## src/hdl/sdv_pkg.sv

```systemverilog
// Shared types, constants and codes of the snare drum voice.
`timescale 1ns / 1ps

package sdv_pkg;

    // Fixed-point format and derived widths.
    localparam int FRAC_BITS = 24;
    localparam int OUT_SHIFT = FRAC_BITS - 14;
    localparam int DATA_W    = 32;
    localparam int CFG_W     = 26;
    localparam int CFG_IDX_W = 3;
    localparam int VEL_W     = 25;
    localparam int NOISE_W   = 26;
    localparam int SAMPLE_W  = 16;

    localparam logic signed [DATA_W-1:0] FX_ONE = 32'sd1 <<< FRAC_BITS;

    // Register reset values.
    localparam logic [25:0] RST_BODY_FREQ1 = 26'd439216;
    localparam logic [25:0] RST_BODY_FREQ2 = 26'd781780;
    localparam logic [25:0] RST_SNAP_FREQ  = 26'd4379700;
    localparam logic [25:0] RST_BODY_DAMP  = 26'd2796203;
    localparam logic [25:0] RST_SNAP_DAMP  = 26'd11184811;
    localparam logic [24:0] RST_BODY_DECAY = 25'd16775760;
    localparam logic [24:0] RST_SNAP_DECAY = 25'd16774303;
    localparam logic [24:0] RST_SNAP_GAIN  = 25'd8388608;

    // Configuration register indexes.
    typedef enum logic [CFG_IDX_W-1:0] {
        CFG_BODY_FREQ1 = 3'd0,
        CFG_BODY_FREQ2 = 3'd1,
        CFG_SNAP_FREQ  = 3'd2,
        CFG_BODY_DAMP  = 3'd3,
        CFG_SNAP_DAMP  = 3'd4,
        CFG_BODY_DECAY = 3'd5,
        CFG_SNAP_DECAY = 3'd6,
        CFG_SNAP_GAIN  = 3'd7
    } t_cfg_idx;

    // Sequencer steps.
    typedef enum logic [4:0] {
        ST_IDLE,
        ST_B1_F,
        ST_B1_Q,
        ST_B1_H,
        ST_B1_B,
        ST_B2_Q,
        ST_B2_H,
        ST_B2_B,
        ST_S_Q,
        ST_S_H,
        ST_S_B,
        ST_BODY,
        ST_BENV,
        ST_SNAP,
        ST_SENV,
        ST_MIXB,
        ST_MIXS,
        ST_MIXADD,
        ST_OUT
    } t_state;

    // Operand pairs of the shared multiplier.
    typedef enum logic [3:0] {
        MUL_NONE,
        MUL_F1_B1BAND,
        MUL_QB_B1BAND,
        MUL_F1_HIGH,
        MUL_F2_B2BAND,
        MUL_QB_B2BAND,
        MUL_F2_HIGH,
        MUL_FS_SBAND,
        MUL_QS_SBAND,
        MUL_FS_HIGH,
        MUL_BODY_BENV,
        MUL_BENV_DB,
        MUL_SBAND_SENV,
        MUL_SENV_DS,
        MUL_BODY_BG,
        MUL_SNAP_SG
    } t_mul_sel;

    // Register updates that consume the product.
    typedef enum logic [3:0] {
        ALU_NONE,
        ALU_B1LOW_ADD,
        ALU_B1_HIGH,
        ALU_B1BAND_ADD,
        ALU_B2LOW_ADD,
        ALU_B2_HIGH,
        ALU_B2BAND_ADD,
        ALU_SLOW_ADD,
        ALU_S_HIGH_BODY,
        ALU_SBAND_ADD,
        ALU_BODY_LOAD,
        ALU_BENV_LOAD,
        ALU_SNAP_LOAD,
        ALU_SENV_LOAD,
        ALU_MIX_LOAD,
        ALU_MIX_ADD
    } t_alu_op;

    // Control from the sequencer to the datapath.
    typedef struct packed {
        logic     in_ready;
        logic     out_load;
        t_mul_sel mul_sel;
        t_alu_op  alu_op;
    } t_ctrl;

endpackage

```

## src/hdl/sdv_mac.sv

```systemverilog
// Shared fixed-point multiplier with a registered, rescaled product.
`timescale 1ns / 1ps

module sdv_mac
    import sdv_pkg::*;
(
    input  logic                     i_clk,
    input  logic signed [DATA_W-1:0] i_a,
    input  logic signed [DATA_W-1:0] i_b,
    output logic signed [DATA_W-1:0] o_prod
);

    logic signed [2*DATA_W-1:0] w_full;
    logic signed [DATA_W-1:0]   r_prod;

    // Full product, then floor shift by the fraction width and wrap to 32 bits.
    assign w_full = i_a * i_b;

    always_ff @(posedge i_clk) begin
        r_prod <= w_full[FRAC_BITS+DATA_W-1:FRAC_BITS];
    end

    assign o_prod = r_prod;

endmodule

```

## src/hdl/sdv_seq.sv

```systemverilog
// Step sequencer that drives the shared multiplier and the register updates.
`timescale 1ns / 1ps

module sdv_seq
    import sdv_pkg::*;
(
    input  logic   i_clk,
    input  logic   i_rst_n,
    input  logic   i_in_valid,
    input  logic   i_out_free,
    output t_state o_state,
    output t_ctrl  o_ctrl
);

    t_state r_state;
    t_state n_state;

    always_ff @(posedge i_clk) begin
        if (!i_rst_n) begin
            r_state <= ST_IDLE;
        end else begin
            r_state <= n_state;
        end
    end

    // Next step: a fixed walk through the schedule, holding at the end while
    // the output register is still full.
    always_comb begin
        n_state = r_state;
        case (r_state)
            ST_IDLE:   if (i_in_valid) n_state = ST_B1_F;
            ST_B1_F:   n_state = ST_B1_Q;
            ST_B1_Q:   n_state = ST_B1_H;
            ST_B1_H:   n_state = ST_B1_B;
            ST_B1_B:   n_state = ST_B2_Q;
            ST_B2_Q:   n_state = ST_B2_H;
            ST_B2_H:   n_state = ST_B2_B;
            ST_B2_B:   n_state = ST_S_Q;
            ST_S_Q:    n_state = ST_S_H;
            ST_S_H:    n_state = ST_S_B;
            ST_S_B:    n_state = ST_BODY;
            ST_BODY:   n_state = ST_BENV;
            ST_BENV:   n_state = ST_SNAP;
            ST_SNAP:   n_state = ST_SENV;
            ST_SENV:   n_state = ST_MIXB;
            ST_MIXB:   n_state = ST_MIXS;
            ST_MIXS:   n_state = ST_MIXADD;
            ST_MIXADD: n_state = ST_OUT;
            ST_OUT:    if (i_out_free) n_state = ST_IDLE;
            default:   n_state = ST_IDLE;
        endcase
    end

    // Per-step controls. Most steps issue one product, consume the product
    // issued in the step before, or both.
    always_comb begin
        o_ctrl = '{in_ready: 1'b0, out_load: 1'b0, mul_sel: MUL_NONE, alu_op: ALU_NONE};
        case (r_state)
            ST_IDLE:   o_ctrl.in_ready = 1'b1;
            ST_B1_F:   o_ctrl.mul_sel = MUL_F1_B1BAND;
            ST_B1_Q: begin
                o_ctrl.mul_sel = MUL_QB_B1BAND;
                o_ctrl.alu_op  = ALU_B1LOW_ADD;
            end
            ST_B1_H: begin
                o_ctrl.mul_sel = MUL_F2_B2BAND;
                o_ctrl.alu_op  = ALU_B1_HIGH;
            end
            ST_B1_B: begin
                o_ctrl.mul_sel = MUL_F1_HIGH;
                o_ctrl.alu_op  = ALU_B2LOW_ADD;
            end
            ST_B2_Q: begin
                o_ctrl.mul_sel = MUL_QB_B2BAND;
                o_ctrl.alu_op  = ALU_B1BAND_ADD;
            end
            ST_B2_H: begin
                o_ctrl.mul_sel = MUL_FS_SBAND;
                o_ctrl.alu_op  = ALU_B2_HIGH;
            end
            ST_B2_B: begin
                o_ctrl.mul_sel = MUL_F2_HIGH;
                o_ctrl.alu_op  = ALU_SLOW_ADD;
            end
            ST_S_Q: begin
                o_ctrl.mul_sel = MUL_QS_SBAND;
                o_ctrl.alu_op  = ALU_B2BAND_ADD;
            end
            ST_S_H:    o_ctrl.alu_op = ALU_S_HIGH_BODY;
            ST_S_B:    o_ctrl.mul_sel = MUL_FS_HIGH;
            ST_BODY: begin
                o_ctrl.mul_sel = MUL_BODY_BENV;
                o_ctrl.alu_op  = ALU_SBAND_ADD;
            end
            ST_BENV: begin
                o_ctrl.mul_sel = MUL_BENV_DB;
                o_ctrl.alu_op  = ALU_BODY_LOAD;
            end
            ST_SNAP: begin
                o_ctrl.mul_sel = MUL_SBAND_SENV;
                o_ctrl.alu_op  = ALU_BENV_LOAD;
            end
            ST_SENV: begin
                o_ctrl.mul_sel = MUL_SENV_DS;
                o_ctrl.alu_op  = ALU_SNAP_LOAD;
            end
            ST_MIXB: begin
                o_ctrl.mul_sel = MUL_BODY_BG;
                o_ctrl.alu_op  = ALU_SENV_LOAD;
            end
            ST_MIXS: begin
                o_ctrl.mul_sel = MUL_SNAP_SG;
                o_ctrl.alu_op  = ALU_MIX_LOAD;
            end
            ST_MIXADD: o_ctrl.alu_op = ALU_MIX_ADD;
            ST_OUT:    o_ctrl.out_load = i_out_free;
            default:   o_ctrl.in_ready = 1'b0;
        endcase
    end

    assign o_state = r_state;

endmodule

```

## src/hdl/snare_drum_voice_svf.sv

```systemverilog
// Top level of the snare drum voice: registers, datapath and stream ports.
`timescale 1ns / 1ps

// Snare drum voice built from two Chamberlin state-variable body resonators
// and a noise band-pass, all in signed Q24 fixed point. Each input transaction
// produces one 16-bit output sample: an idle step accepts the transaction,
// then eighteen sequencer steps follow, set by the single shared 32x32
// multiplier that computes the fifteen dependent products one per cycle with
// its product registered. If the previous sample has not been taken, the last
// step holds until the output register is free. Configuration registers are
// written through a simple write port, by the user only while idle (unenforced).

module snare_drum_voice_svf
    import sdv_pkg::*;
(
    input  logic                 i_clk,
    input  logic                 i_rst_n,
    // Configuration write port.
    input  logic                 i_cfg_we,
    input  logic [CFG_IDX_W-1:0] i_cfg_addr,
    input  logic [CFG_W-1:0]     i_cfg_wdata,
    // Input stream.
    input  logic                 i_s_axis_tvalid,
    output logic                 o_s_axis_tready,
    input  logic [55:0]          i_s_axis_tdata,   // [24:0] velocity, [50:25] noise_sample
    input  logic [0:0]           i_s_axis_tuser,   // [0] trigger
    // Output stream.
    output logic                 o_m_axis_tvalid,
    input  logic                 i_m_axis_tready,
    output logic [15:0]          o_m_axis_tdata    // [15:0] audio_sample
);

    // Configuration registers.
    logic [25:0] r_f1, r_f2, r_fs, r_qb, r_qs;
    logic [24:0] r_db, r_ds, r_sg;

    // Filter and envelope state.
    logic signed [DATA_W-1:0] r_b1_low, r_b1_band, r_b2_low, r_b2_band;
    logic signed [DATA_W-1:0] r_s_low, r_s_band, r_benv, r_senv;

    // Per-sample working registers.
    logic signed [DATA_W-1:0] r_imp, r_noise, r_high, r_body, r_snap, r_mix;
    logic [SAMPLE_W-1:0]      r_out_data;
    logic                     r_out_valid;

    t_ctrl                    w_ctrl;
    t_state                   w_state;
    logic                     w_in_acc;
    logic                     w_out_free;
    logic signed [DATA_W-1:0] w_a, w_b, w_prod;
    logic signed [DATA_W-1:0] w_vel, w_vel_raw, w_sg_raw, w_sg, w_bg;
    logic signed [DATA_W-1:0] w_mix_sum, w_scaled;
    logic signed [DATA_W:0]   w_bsum;
    logic [SAMPLE_W-1:0]      w_sat;

    assign w_in_acc   = i_s_axis_tvalid && o_s_axis_tready;
    assign w_out_free = !r_out_valid || i_m_axis_tready;

    sdv_seq u_seq (
        .i_clk      (i_clk),
        .i_rst_n    (i_rst_n),
        .i_in_valid (i_s_axis_tvalid),
        .i_out_free (w_out_free),
        .o_state    (w_state),
        .o_ctrl     (w_ctrl)
    );

    sdv_mac u_mac (
        .i_clk  (i_clk),
        .i_a    (w_a),
        .i_b    (w_b),
        .o_prod (w_prod)
    );

    // Configuration writes; every index of the three-bit address is a register.
    always_ff @(posedge i_clk) begin
        if (!i_rst_n) begin
            r_f1 <= RST_BODY_FREQ1;
            r_f2 <= RST_BODY_FREQ2;
            r_fs <= RST_SNAP_FREQ;
            r_qb <= RST_BODY_DAMP;
            r_qs <= RST_SNAP_DAMP;
            r_db <= RST_BODY_DECAY;
            r_ds <= RST_SNAP_DECAY;
            r_sg <= RST_SNAP_GAIN;
        end else if (i_cfg_we) begin
            case (t_cfg_idx'(i_cfg_addr))
                CFG_BODY_FREQ1: r_f1 <= i_cfg_wdata;
                CFG_BODY_FREQ2: r_f2 <= i_cfg_wdata;
                CFG_SNAP_FREQ:  r_fs <= i_cfg_wdata;
                CFG_BODY_DAMP:  r_qb <= i_cfg_wdata;
                CFG_SNAP_DAMP:  r_qs <= i_cfg_wdata;
                CFG_BODY_DECAY: r_db <= i_cfg_wdata[VEL_W-1:0];
                CFG_SNAP_DECAY: r_ds <= i_cfg_wdata[VEL_W-1:0];
                CFG_SNAP_GAIN:  r_sg <= i_cfg_wdata[VEL_W-1:0];
                default:        r_sg <= r_sg;
            endcase
        end
    end

    // Velocity and snap gain are limited to 1.0; body gain is the remainder.
    assign w_vel_raw = {{(DATA_W-VEL_W){1'b0}}, i_s_axis_tdata[VEL_W-1:0]};
    assign w_vel     = (w_vel_raw > FX_ONE) ? FX_ONE : w_vel_raw;
    assign w_sg_raw  = {{(DATA_W-VEL_W){1'b0}}, r_sg};
    assign w_sg      = (w_sg_raw > FX_ONE) ? FX_ONE : w_sg_raw;
    assign w_bg      = FX_ONE - w_sg;

    // Operand selection for the shared multiplier.
    always_comb begin
        w_a = '0;
        w_b = '0;
        case (w_ctrl.mul_sel)
            MUL_F1_B1BAND:  begin w_a = r_b1_band; w_b = {6'b0, r_f1}; end
            MUL_QB_B1BAND:  begin w_a = r_b1_band; w_b = {6'b0, r_qb}; end
            MUL_F1_HIGH:    begin w_a = r_high;    w_b = {6'b0, r_f1}; end
            MUL_F2_B2BAND:  begin w_a = r_b2_band; w_b = {6'b0, r_f2}; end
            MUL_QB_B2BAND:  begin w_a = r_b2_band; w_b = {6'b0, r_qb}; end
            MUL_F2_HIGH:    begin w_a = r_high;    w_b = {6'b0, r_f2}; end
            MUL_FS_SBAND:   begin w_a = r_s_band;  w_b = {6'b0, r_fs}; end
            MUL_QS_SBAND:   begin w_a = r_s_band;  w_b = {6'b0, r_qs}; end
            MUL_FS_HIGH:    begin w_a = r_high;    w_b = {6'b0, r_fs}; end
            MUL_BODY_BENV:  begin w_a = r_body;    w_b = r_benv;       end
            MUL_BENV_DB:    begin w_a = r_benv;    w_b = {7'b0, r_db}; end
            MUL_SBAND_SENV: begin w_a = r_s_band;  w_b = r_senv;       end
            MUL_SENV_DS:    begin w_a = r_senv;    w_b = {7'b0, r_ds}; end
            MUL_BODY_BG:    begin w_a = r_body;    w_b = w_bg;         end
            MUL_SNAP_SG:    begin w_a = r_snap;    w_b = w_sg;         end
            default:        begin w_a = '0;        w_b = '0;           end
        endcase
    end

    // Average of the two body band outputs, floor halved.
    assign w_bsum = {r_b1_band[DATA_W-1], r_b1_band} + {r_b2_band[DATA_W-1], r_b2_band};

    // Final mix, floor shift and saturation to the sample width.
    assign w_mix_sum = r_mix + w_prod;
    assign w_scaled  = r_mix >>> OUT_SHIFT;
    always_comb begin
        if (w_scaled > 32'sd32767) begin
            w_sat = 16'h7FFF;
        end else if (w_scaled < -32'sd32768) begin
            w_sat = 16'h8000;
        end else begin
            w_sat = w_scaled[SAMPLE_W-1:0];
        end
    end

    // Filter and envelope state, updated by the sequencer steps.
    always_ff @(posedge i_clk) begin
        if (!i_rst_n) begin
            r_b1_low  <= '0;
            r_b1_band <= '0;
            r_b2_low  <= '0;
            r_b2_band <= '0;
            r_s_low   <= '0;
            r_s_band  <= '0;
            r_benv    <= '0;
            r_senv    <= '0;
        end else if (w_in_acc) begin
            // A hit restarts both envelopes before this sample.
            if (i_s_axis_tuser[0]) begin
                r_benv <= FX_ONE;
                r_senv <= w_vel;
            end
        end else begin
            case (w_ctrl.alu_op)
                ALU_B1LOW_ADD:  r_b1_low  <= r_b1_low + w_prod;
                ALU_B1BAND_ADD: r_b1_band <= r_b1_band + w_prod;
                ALU_B2LOW_ADD:  r_b2_low  <= r_b2_low + w_prod;
                ALU_B2BAND_ADD: r_b2_band <= r_b2_band + w_prod;
                ALU_SLOW_ADD:   r_s_low   <= r_s_low + w_prod;
                ALU_SBAND_ADD:  r_s_band  <= r_s_band + w_prod;
                ALU_BENV_LOAD:  r_benv    <= w_prod;
                ALU_SENV_LOAD:  r_senv    <= w_prod;
                default:        r_benv    <= r_benv;
            endcase
        end
    end

    // Per-sample working values.
    always_ff @(posedge i_clk) begin
        if (w_in_acc) begin
            // The impulse is three times the velocity on a hit, else zero.
            r_imp   <= i_s_axis_tuser[0] ? (w_vel + (w_vel <<< 1)) : '0;
            r_noise <= {{(DATA_W-NOISE_W){i_s_axis_tdata[50]}}, i_s_axis_tdata[50:25]};
        end
        case (w_ctrl.alu_op)
            ALU_B1_HIGH: r_high <= r_imp - r_b1_low - w_prod;
            ALU_B2_HIGH: r_high <= r_imp - r_b2_low - w_prod;
            ALU_S_HIGH_BODY: begin
                r_high <= r_noise - r_s_low - w_prod;
                r_body <= w_bsum[DATA_W:1];
            end
            ALU_BODY_LOAD: r_body <= w_prod;
            ALU_SNAP_LOAD: r_snap <= w_prod;
            ALU_MIX_LOAD:  r_mix  <= w_prod;
            ALU_MIX_ADD:   r_mix  <= w_mix_sum;
            default:       r_snap <= r_snap;
        endcase
    end

    // Output register; it frees as soon as the sample is taken.
    always_ff @(posedge i_clk) begin
        if (!i_rst_n) begin
            r_out_valid <= 1'b0;
        end else if (w_ctrl.out_load) begin
            r_out_valid <= 1'b1;
        end else if (i_m_axis_tready) begin
            r_out_valid <= 1'b0;
        end
    end

    always_ff @(posedge i_clk) begin
        if (w_ctrl.out_load) begin
            r_out_data <= w_sat;
        end
    end

    assign o_s_axis_tready = w_ctrl.in_ready;
    assign o_m_axis_tvalid = r_out_valid;
    assign o_m_axis_tdata  = r_out_data;

    // An accepted sample keeps the voice busy in the next cycle.
    a_busy_after_accept: assert property (@(posedge i_clk) disable iff (!i_rst_n)
        w_in_acc |=> !o_s_axis_tready)
        else $error("voice ready right after accepting a sample");

    // A new output sample appears only out of the final step.
    a_out_from_last_step: assert property (@(posedge i_clk) disable iff (!i_rst_n)
        $rose(o_m_axis_tvalid) |-> $past(w_state == ST_OUT))
        else $error("output valid raised outside the final step");

    // A hit restarts the body envelope at 1.0.
    a_hit_loads_env: assert property (@(posedge i_clk) disable iff (!i_rst_n)
        (w_in_acc && i_s_axis_tuser[0]) |=> (r_benv == FX_ONE))
        else $error("body envelope not restarted by a hit");

    // The output register is never overwritten while a sample waits.
    a_no_overwrite: assert property (@(posedge i_clk) disable iff (!i_rst_n)
        w_ctrl.out_load |-> (!r_out_valid || i_m_axis_tready))
        else $error("output sample overwritten before it was taken");

endmodule

```

## config.mk

```make
export PLATFORM = sky130hd
export DESIGN_NAME = snare_drum_voice_svf
export DESIGN_NICKNAME = d
export VERILOG_FILES = /design/src/hdl/sdv_pkg.sv /design/src/hdl/sdv_mac.sv /design/src/hdl/sdv_seq.sv /design/src/hdl/snare_drum_voice_svf.sv
export SDC_FILE = /design/constraint.sdc
export NUM_CORES = 2
export LEC_CHECK = 0
export ABC_CLOCK_PERIOD_IN_PS = 12400
export BUFFER_PORTS_ARGS = -buffer_cell sky130_fd_sc_hd__buf_4
export CAP_MARGIN = 20
export CELL_PAD_IN_SITES_DETAIL_PLACEMENT = 0
export CELL_PAD_IN_SITES_GLOBAL_PLACEMENT = 1
export CORE_MARGIN = 10
export CORE_UTILIZATION = 51
export CTS_BUF_LIST = sky130_fd_sc_hd__clkbuf_4 sky130_fd_sc_hd__clkbuf_8 sky130_fd_sc_hd__clkbuf_16
export DETAILED_ROUTE_END_ITERATION = 10
export PLACE_DENSITY_LB_ADDON = 0.1
export SETUP_SLACK_MARGIN = 0.4
export SYNTH_ARGS = -nofsm -noshare
export SYNTH_HDL_FRONTEND = slang
export SYNTH_SLANG_ARGS = --single-unit
```

## constraint.sdc

```tcl
create_clock -name i_clk -period 12.4 [get_ports i_clk]
set_input_delay 1.86 -clock i_clk [delete_from_list [all_inputs] [get_ports i_clk]]
set_output_delay 1.86 -clock i_clk [all_outputs]
set_load 0.01 [all_outputs]
```

; ---- Word level (Yosys, flattened, before mapping)
; Cells that the tools add are included.
[classes]
n_mul = 1
reduce_logical = 37
addsub = 16
n_eq_ne = 58
n_bitwise = 1
n_div = 0
shift = 0
muxes = 23
order_cmp = 4
[ops]
columns = op, count
row1 = $pmux W32 S11, 1
row2 = $pmux W32 S8, 1
row3 = $add A32 B32 Y32, 7
row4 = $mux W32, 6
row5 = $sub A32 B32 Y32, 5
row6 = $pmux W32 S2, 2
row7 = $pmux W4 S15, 2
row8 = $pmux W32 S3, 1
row9 = $pmux W5 S19, 1
row10 = $eq A4 B4 Y1 const B, 16
row11 = $mul A32 B32 Y56, 1
row12 = $gt A25 B25 Y1 const B, 2
row13 = $mux W25, 2
row14 = $eq A5 B4 Y1 const B, 8
row15 = $reduce_and A2 Y1, 17
row16 = $add A32 B32 Y33, 1
row17 = $eq A4 B3 Y1 const B, 8
row18 = $sub A26 B32 Y32, 1
row19 = $add A25 B26 Y27, 1
row20 = $sub A25 B25 Y26 const A, 1
row21 = $gt A22 B16 Y1 const B, 1
row22 = $lt A22 B16 Y1 const B, 1
row23 = $eq A5 B3 Y1 const B, 4
row24 = $eq A4 B2 Y1 const B, 4
row25 = 22 further kinds, 46
[word_totals]
ram_bits = 0
inputBits = 91
out_inout_bits = 18
mem_count = 0
register_bits = 701
latchBits = 0
romBits = 0
elab_cells = 166

; ---- Longest topological paths before layout
[depth]
ltp_word = 6
ltp_mapped = 46
mapped_depth_nobuf = 41

; ---- Cells and area by module
; From an unflattened synthesis, not the netlist that was laid out.
[hier_totals]
cells_unflattened = 9478
area_unflattened_um2 = 81976.1
[modules_own_cells]
columns = mod, area_per_inst_um2, n_inst, seq_area_each_um2, cells_per_inst
row1 = snare_drum_voice_svf, 47840.9, 1, 15164.5, 5743
row2 = sdv_mac, 33648.5, 1, 640.6, 3667
row3 = sdv_seq, 486.7, 1, 100.1, 68

; ---- Least setup slack after synthesis
; No wires, ideal clock.
[synth_timing]
kind = reg-to-reg
start = reg r_sg[8]
end = reg u_mac.r_prod[26], in the netlist u_mac.o_prod[26]
period_less_slack_ps = 10862
setup_ps = 123
stages_incl_launch_ff = 44
slack_ps = 1538
arrival_ps = 10739
path_cell_list = dfxtp_1 buf_2 or3_1 or3_1 o41ai_4 buf_2 buf_2 nand2_1 ha_1 clkbuf_1 o21ai_0 o21ai_0 nor3b_1 a211oi_1 nor3_1 clkbuf_1 nor2_1 fa_1 [... 8 more ...] inv_1 fa_1 inv_1 fa_1 inv_1 ha_1 a21o_1 a21oi_1 o21ai_0 or4_1 o31a_1 a31o_4 a31oi_4 a211oi_2 o31a_1 a21oi_2 o21ai_1 xor2_1
[synth_between]
elab_chain_len = 5
[synth_rtl]
columns = item, line_no
row1 = start: declaration, snare_drum_voice_svf.sv:35  ; logic [24:0] r_db, r_ds, r_sg;
row2 = start signal: assignment, snare_drum_voice_svf.sv:95  ; CFG_SNAP_GAIN: r_sg <= i_cfg_wdata[VEL_W-1:0];
row3 = start signal: assignment, snare_drum_voice_svf.sv:96  ; default: r_sg <= r_sg;
row4 = $gt A25 B25 Y1, snare_drum_voice_svf.sv:105  ; assign w_sg = (w_sg_raw > FX_ONE) ? FX_ONE : w_sg_raw;
row5 = $mux W25 (*), snare_drum_voice_svf.sv:105
row6 = $sub A25 B25 Y26, snare_drum_voice_svf.sv:106  ; assign w_bg = FX_ONE - w_sg;
row7 = $pmux W32 S11 (*), snare_drum_voice_svf.sv:112  ; case (w_ctrl.mul_sel)
row8 = $mul A32 B32 Y56 (*), sdv_mac.sv:17  ; assign w_full = i_a * i_b;
row9 = net u_mac.w_full[50], sdv_mac.sv:13  ; logic signed [2*DATA_W-1:0] w_full;
row10 = end signal: assignment, sdv_mac.sv:20  ; r_prod <= w_full[FRAC_BITS+DATA_W-1:FRAC_BITS];
row11 = end: declaration, sdv_mac.sv:14  ; logic signed [DATA_W-1:0] r_prod;
; The timed path passes the listed nets; every way through them passes the cells marked *.
; A chain may end at the register's enable or synchronous reset.

; ---- Worst setup path after layout
[layout_timing]
start = reg u_seq.r_state[1], in the netlist u_seq.o_state[1]
end = reg u_mac.r_prod[26], in the netlist u_mac.o_prod[26]
[layout_between]
elab_chain_len = 6
elab_cells_between_ends = 43
classes_between = 1 x mul / 30 x eq/ne / 3 x mux / 9 x reduce/logical
[layout_rtl]
columns = item, line_no
row1 = start: declaration, sdv_seq.sv:15  ; t_state r_state;
row2 = start signal: assignment, sdv_seq.sv:22  ; r_state <= n_state;
row3 = $eq A5 B5 Y1 (tied with other cells), sdv_seq.sv:58  ; case (r_state)
row4 = $pmux W4 S15 (*), sdv_seq.sv:58
row5 = $eq A4 B4 Y1 (tied with other cells), snare_drum_voice_svf.sv:112
row6 = $reduce_or A3 Y1 (no line) or $reduce_or A2 Y1 (tied branches), --
row7 = $pmux W32 S8 or $pmux W32 S11 (tied branches), snare_drum_voice_svf.sv:112
row8 = $mul A32 B32 Y56 (*), sdv_mac.sv:17
row9 = net u_mac.w_full[50], sdv_mac.sv:13
; Marks and branches as above.

==> results.json <==
{
  "outcome": "completed",
  "hpwlAfterDp_mm": 213,
  "rr_endpoint": "u_mac.o_prod[26]",
  "cts_root_buf": "clkbuf_16",
  "hold-path-endpoint": "r_qs[8]",
  "start_util_pct": 51.3,
  "crit_path_start_kind": "flip-flop",
  "drive_gt1_share_pct": 6.30,
  "cts_tree": "done",
  "holdCritPathClass": "flip-flop to flip-flop",
  "min_from": "r_qs[8]",
  "grt_pass1_vias": 68200,
  "synth_flop_cell": "dfxtp_1",
  "syn_area_sq_um": 80200,
  "grt_overflow": 0,
  "top_layer_used": "met4",
  "dr_wl_met3_mm": 22.0,
  "setup_violations": 0,
  "finalCritPeriodShare_pct": 92.2,
  "cap_violations": 0,
  "switchingPower_mw": 7.16,
  "power.total_mw": 14.6,
  "sw_frac_of_total_pct": 49.2,
  "synth_commonest_cells": "nand2_1, inv_1, fa_1",
  "post-route-min-period_ps": 11430,
  "cts_resized": 0,
  "reg2reg_depth": 31,
  "syn_nets": 11100,
  "power.density_nw_per_um2": 168,
  "crit_type": "flip-flop to flip-flop",
  "hold_violations": 0,
  "cts_hold_buffers": 0,
  "ys.warnings.count": 0,
  "max_freq_mhz": 87.5,
  "rr_startpoint": "u_seq.o_state[1]",
  "finClkSkew_ps": 79.3,
  "wl_met2_mm": 124,
  "drv_slew": 0,
  "synth_top_area_share_pct": 26.9,
  "holdPathStages": 2,
  "route.detailed.drc": 0,
  "io_buffers": 103,
  "antenna_found_initial": 2,
  "fp.dieH_um": 417,
  "cts_max_level": 3,
  "grt_pass1_wl_mm": 418,
  "fin_nets": 11100,
  "dpl_cell_area_sq_um": 83600,
  "rows": 145,
  "avgSynthCellArea_sq_um": 8.61,
  "cpMaxStageDelayCell": "dfxtp_1",
  "rsz0062_at_grt": "false",
  "cp_data_arrival_time_ps": 12000,
  "cpMostUsedCell": "fa_1",
  "p_leak_nw": 38.3,
  "fin_setup_tns_ps": 0,
  "vias": 67200,
  "ios": 109,
  "worstPathRequired_ps": 12970,
  "clkPwrFrac_pct": 18.1,
  "area_growth_pct": 8.08,
  "whs_ps": 455,
  "grt_max_degree": 205,
  "clk_latency_ps": 730,
  "ys_seq_area_share_pct": 19.8,
  "cp_max_fo": 29,
  "tightest_slew_ps": 1290,
  "die_x_um": 417,
  "synth_area_leaders": "fa_1, dfxtp_1, ha_1",
  "synth_cell_type_count": 100,
  "drt_wl_total_mm": 275,
  "dp_cells": 11200,
  "cts_buffers": 86,
  "fin_cells": 11400,
  "first_pass_iters": 8,
  "synth_top_area_cell": "fa_1",
  "core_region_area_sq_um": 156000,
  "post_cts_buffers": 0,
  "met1Wirelength_mm": 114,
  "synth_seq_cells": 696,
  "sequentialPowerShare_pct": 20.0,
  "first_iter_violations": 6495,
  "clock_sinks": 696,
  "gp_congestion": 0.954,
  "r2r_setup_slack_ps": 970,
  "crit_path_end_kind": "flip-flop",
  "synth_edf_count": 197,
  "internal-power_mw": 7.40,
  "finalInstanceArea_sq_um": 86700,
  "dieArea_sq_um": 173000,
  "cp_slowest_stage_delay_ps": 990,
  "slew_headroom_pct": 13.8,
  "yosysMostFrequentCell": "nand2_1",
  "via_per_inst": 5.90,
  "ant_nets": 0,
  "ys_async_sr_fraction_pct": 0,
  "ctsLongestPathBuffers": 3,
  "cts.clk_slew.worst_paths_ps": 70,
  "comb_power_share_pct": 61.9,
  "grtUsageTotal_pct": 31.5,
  "synthCells": 9312,
  "wl_per_cell_um": 24.1,
  "vdd_ir_drop_max_mv": 0.120
}
-- layer usage --
metal	vias to the layer above	track usage [%]
met4	0	15.4
met5	-	0
met3	541	5.23
li1	30500	-
met1	33500	41.5
met2	2609	50.2
-- worst max-delay path by stage --
stage | from | to | slack (ps) | depth (start not counted)
floorplan | r_sg[8] | u_mac.o_prod[26] | 1540 | 43
global placement | u_seq.o_state[1] | u_mac.o_prod[26] | 1210 | 31
detailed placement | r_sg[2] | u_mac.o_prod[26] | 1150 | 37
CTS | u_seq.o_state[1] | u_mac.o_prod[26] | 1080 | 31
global route | u_seq.o_state[1] | u_mac.o_prod[26] | 640 | 31
finish | u_seq.o_state[1] | u_mac.o_prod[26] | 970 | 31
-- cell families after synthesis --
logic type      synth area share, %
xor+xnor                       3.76
fa+ha+maj                      36.8
buf+inv                        7.96
flops                          19.8
compound gates                 14.7
simple gates                   16.8
mux                           0.165
-- power by group through the flow --
| stage | clock network (mW) | registers, mW | logic [mW] |
|---|---|---|---|
| floorplan | 0 | 2.90 | 5.90 |
| global placement | 0 | 2.94 | 8.76 |
| detailed placement | 0 | 2.95 | 8.83 |
| CTS | 2.68 | 2.90 | 8.93 |
| global route | 2.77 | 2.92 | 9.89 |
| finish | 2.64 | 2.91 | 9.01 |
-- per-stage QoR --
stage                     setup slack, ps  util [%]
final                                 971      55.5
after floorplan                      1540         -
after detailed placement             1150      53.5
after global placement               1210      53.5
after CTS                            1080      55.4
after global routing                  643      55.5
-- placed cells by master, fill, tap and decap left out, types with 88 or more instances in the layout --
| cell | synthesis | layout |
|---|---|---|
| a21o_1 | 160 | 160 |
| a21oi_1 | 611 | 609 |
| a22oi_1 | 131 | 131 |
| buf_4 | 4 | 316 |
| dfxtp_1 | 499 | 499 |
| edfxtp_1 | 197 | 197 |
| fa_1 | 1076 | 1076 |
| ha_1 | 635 | 635 |
| inv_1 | 1202 | 1201 |
| nand2_1 | 1440 | 1439 |
| nand3_1 | 244 | 243 |
| nor2_1 | 825 | 807 |
| nor3_1 | 93 | 88 |
| o21a_1 | 92 | 92 |
| o21ai_0 | 248 | 246 |
| xnor2_1 | 226 | 226 |
| xor2_1 | 118 | 118 |
-- cell type report --
| class | count | area [sq um] |
|---|---|---|
| Tap cell | 2058 | 2570 |
| Clock buffer | 126 | 2520 |
| Clock inverter | 34 | 428 |
| Inverter | 1204 | 4530 |
| Antenna cell | 8 | 20.0 |
| Sequential cell | 696 | 15900 |
| Fill cell | 14400 | 69500 |
| Timing Repair Buffer | 324 | 2520 |
| Multi-Input combinational cell | 6948 | 58200 |
-- critical path, delay by kind of cell (launching register included) --
family                     cells  cell delay [ps]
AOI/OAI and AO/OA             11             2610
xor gates and xnor gates       1              140
adders and majority gates      9             4190
buffers and inverters          4              570
DFF                            1              990
and+or+nand+nor                6             2740
(Power assumes the default switching activity.)
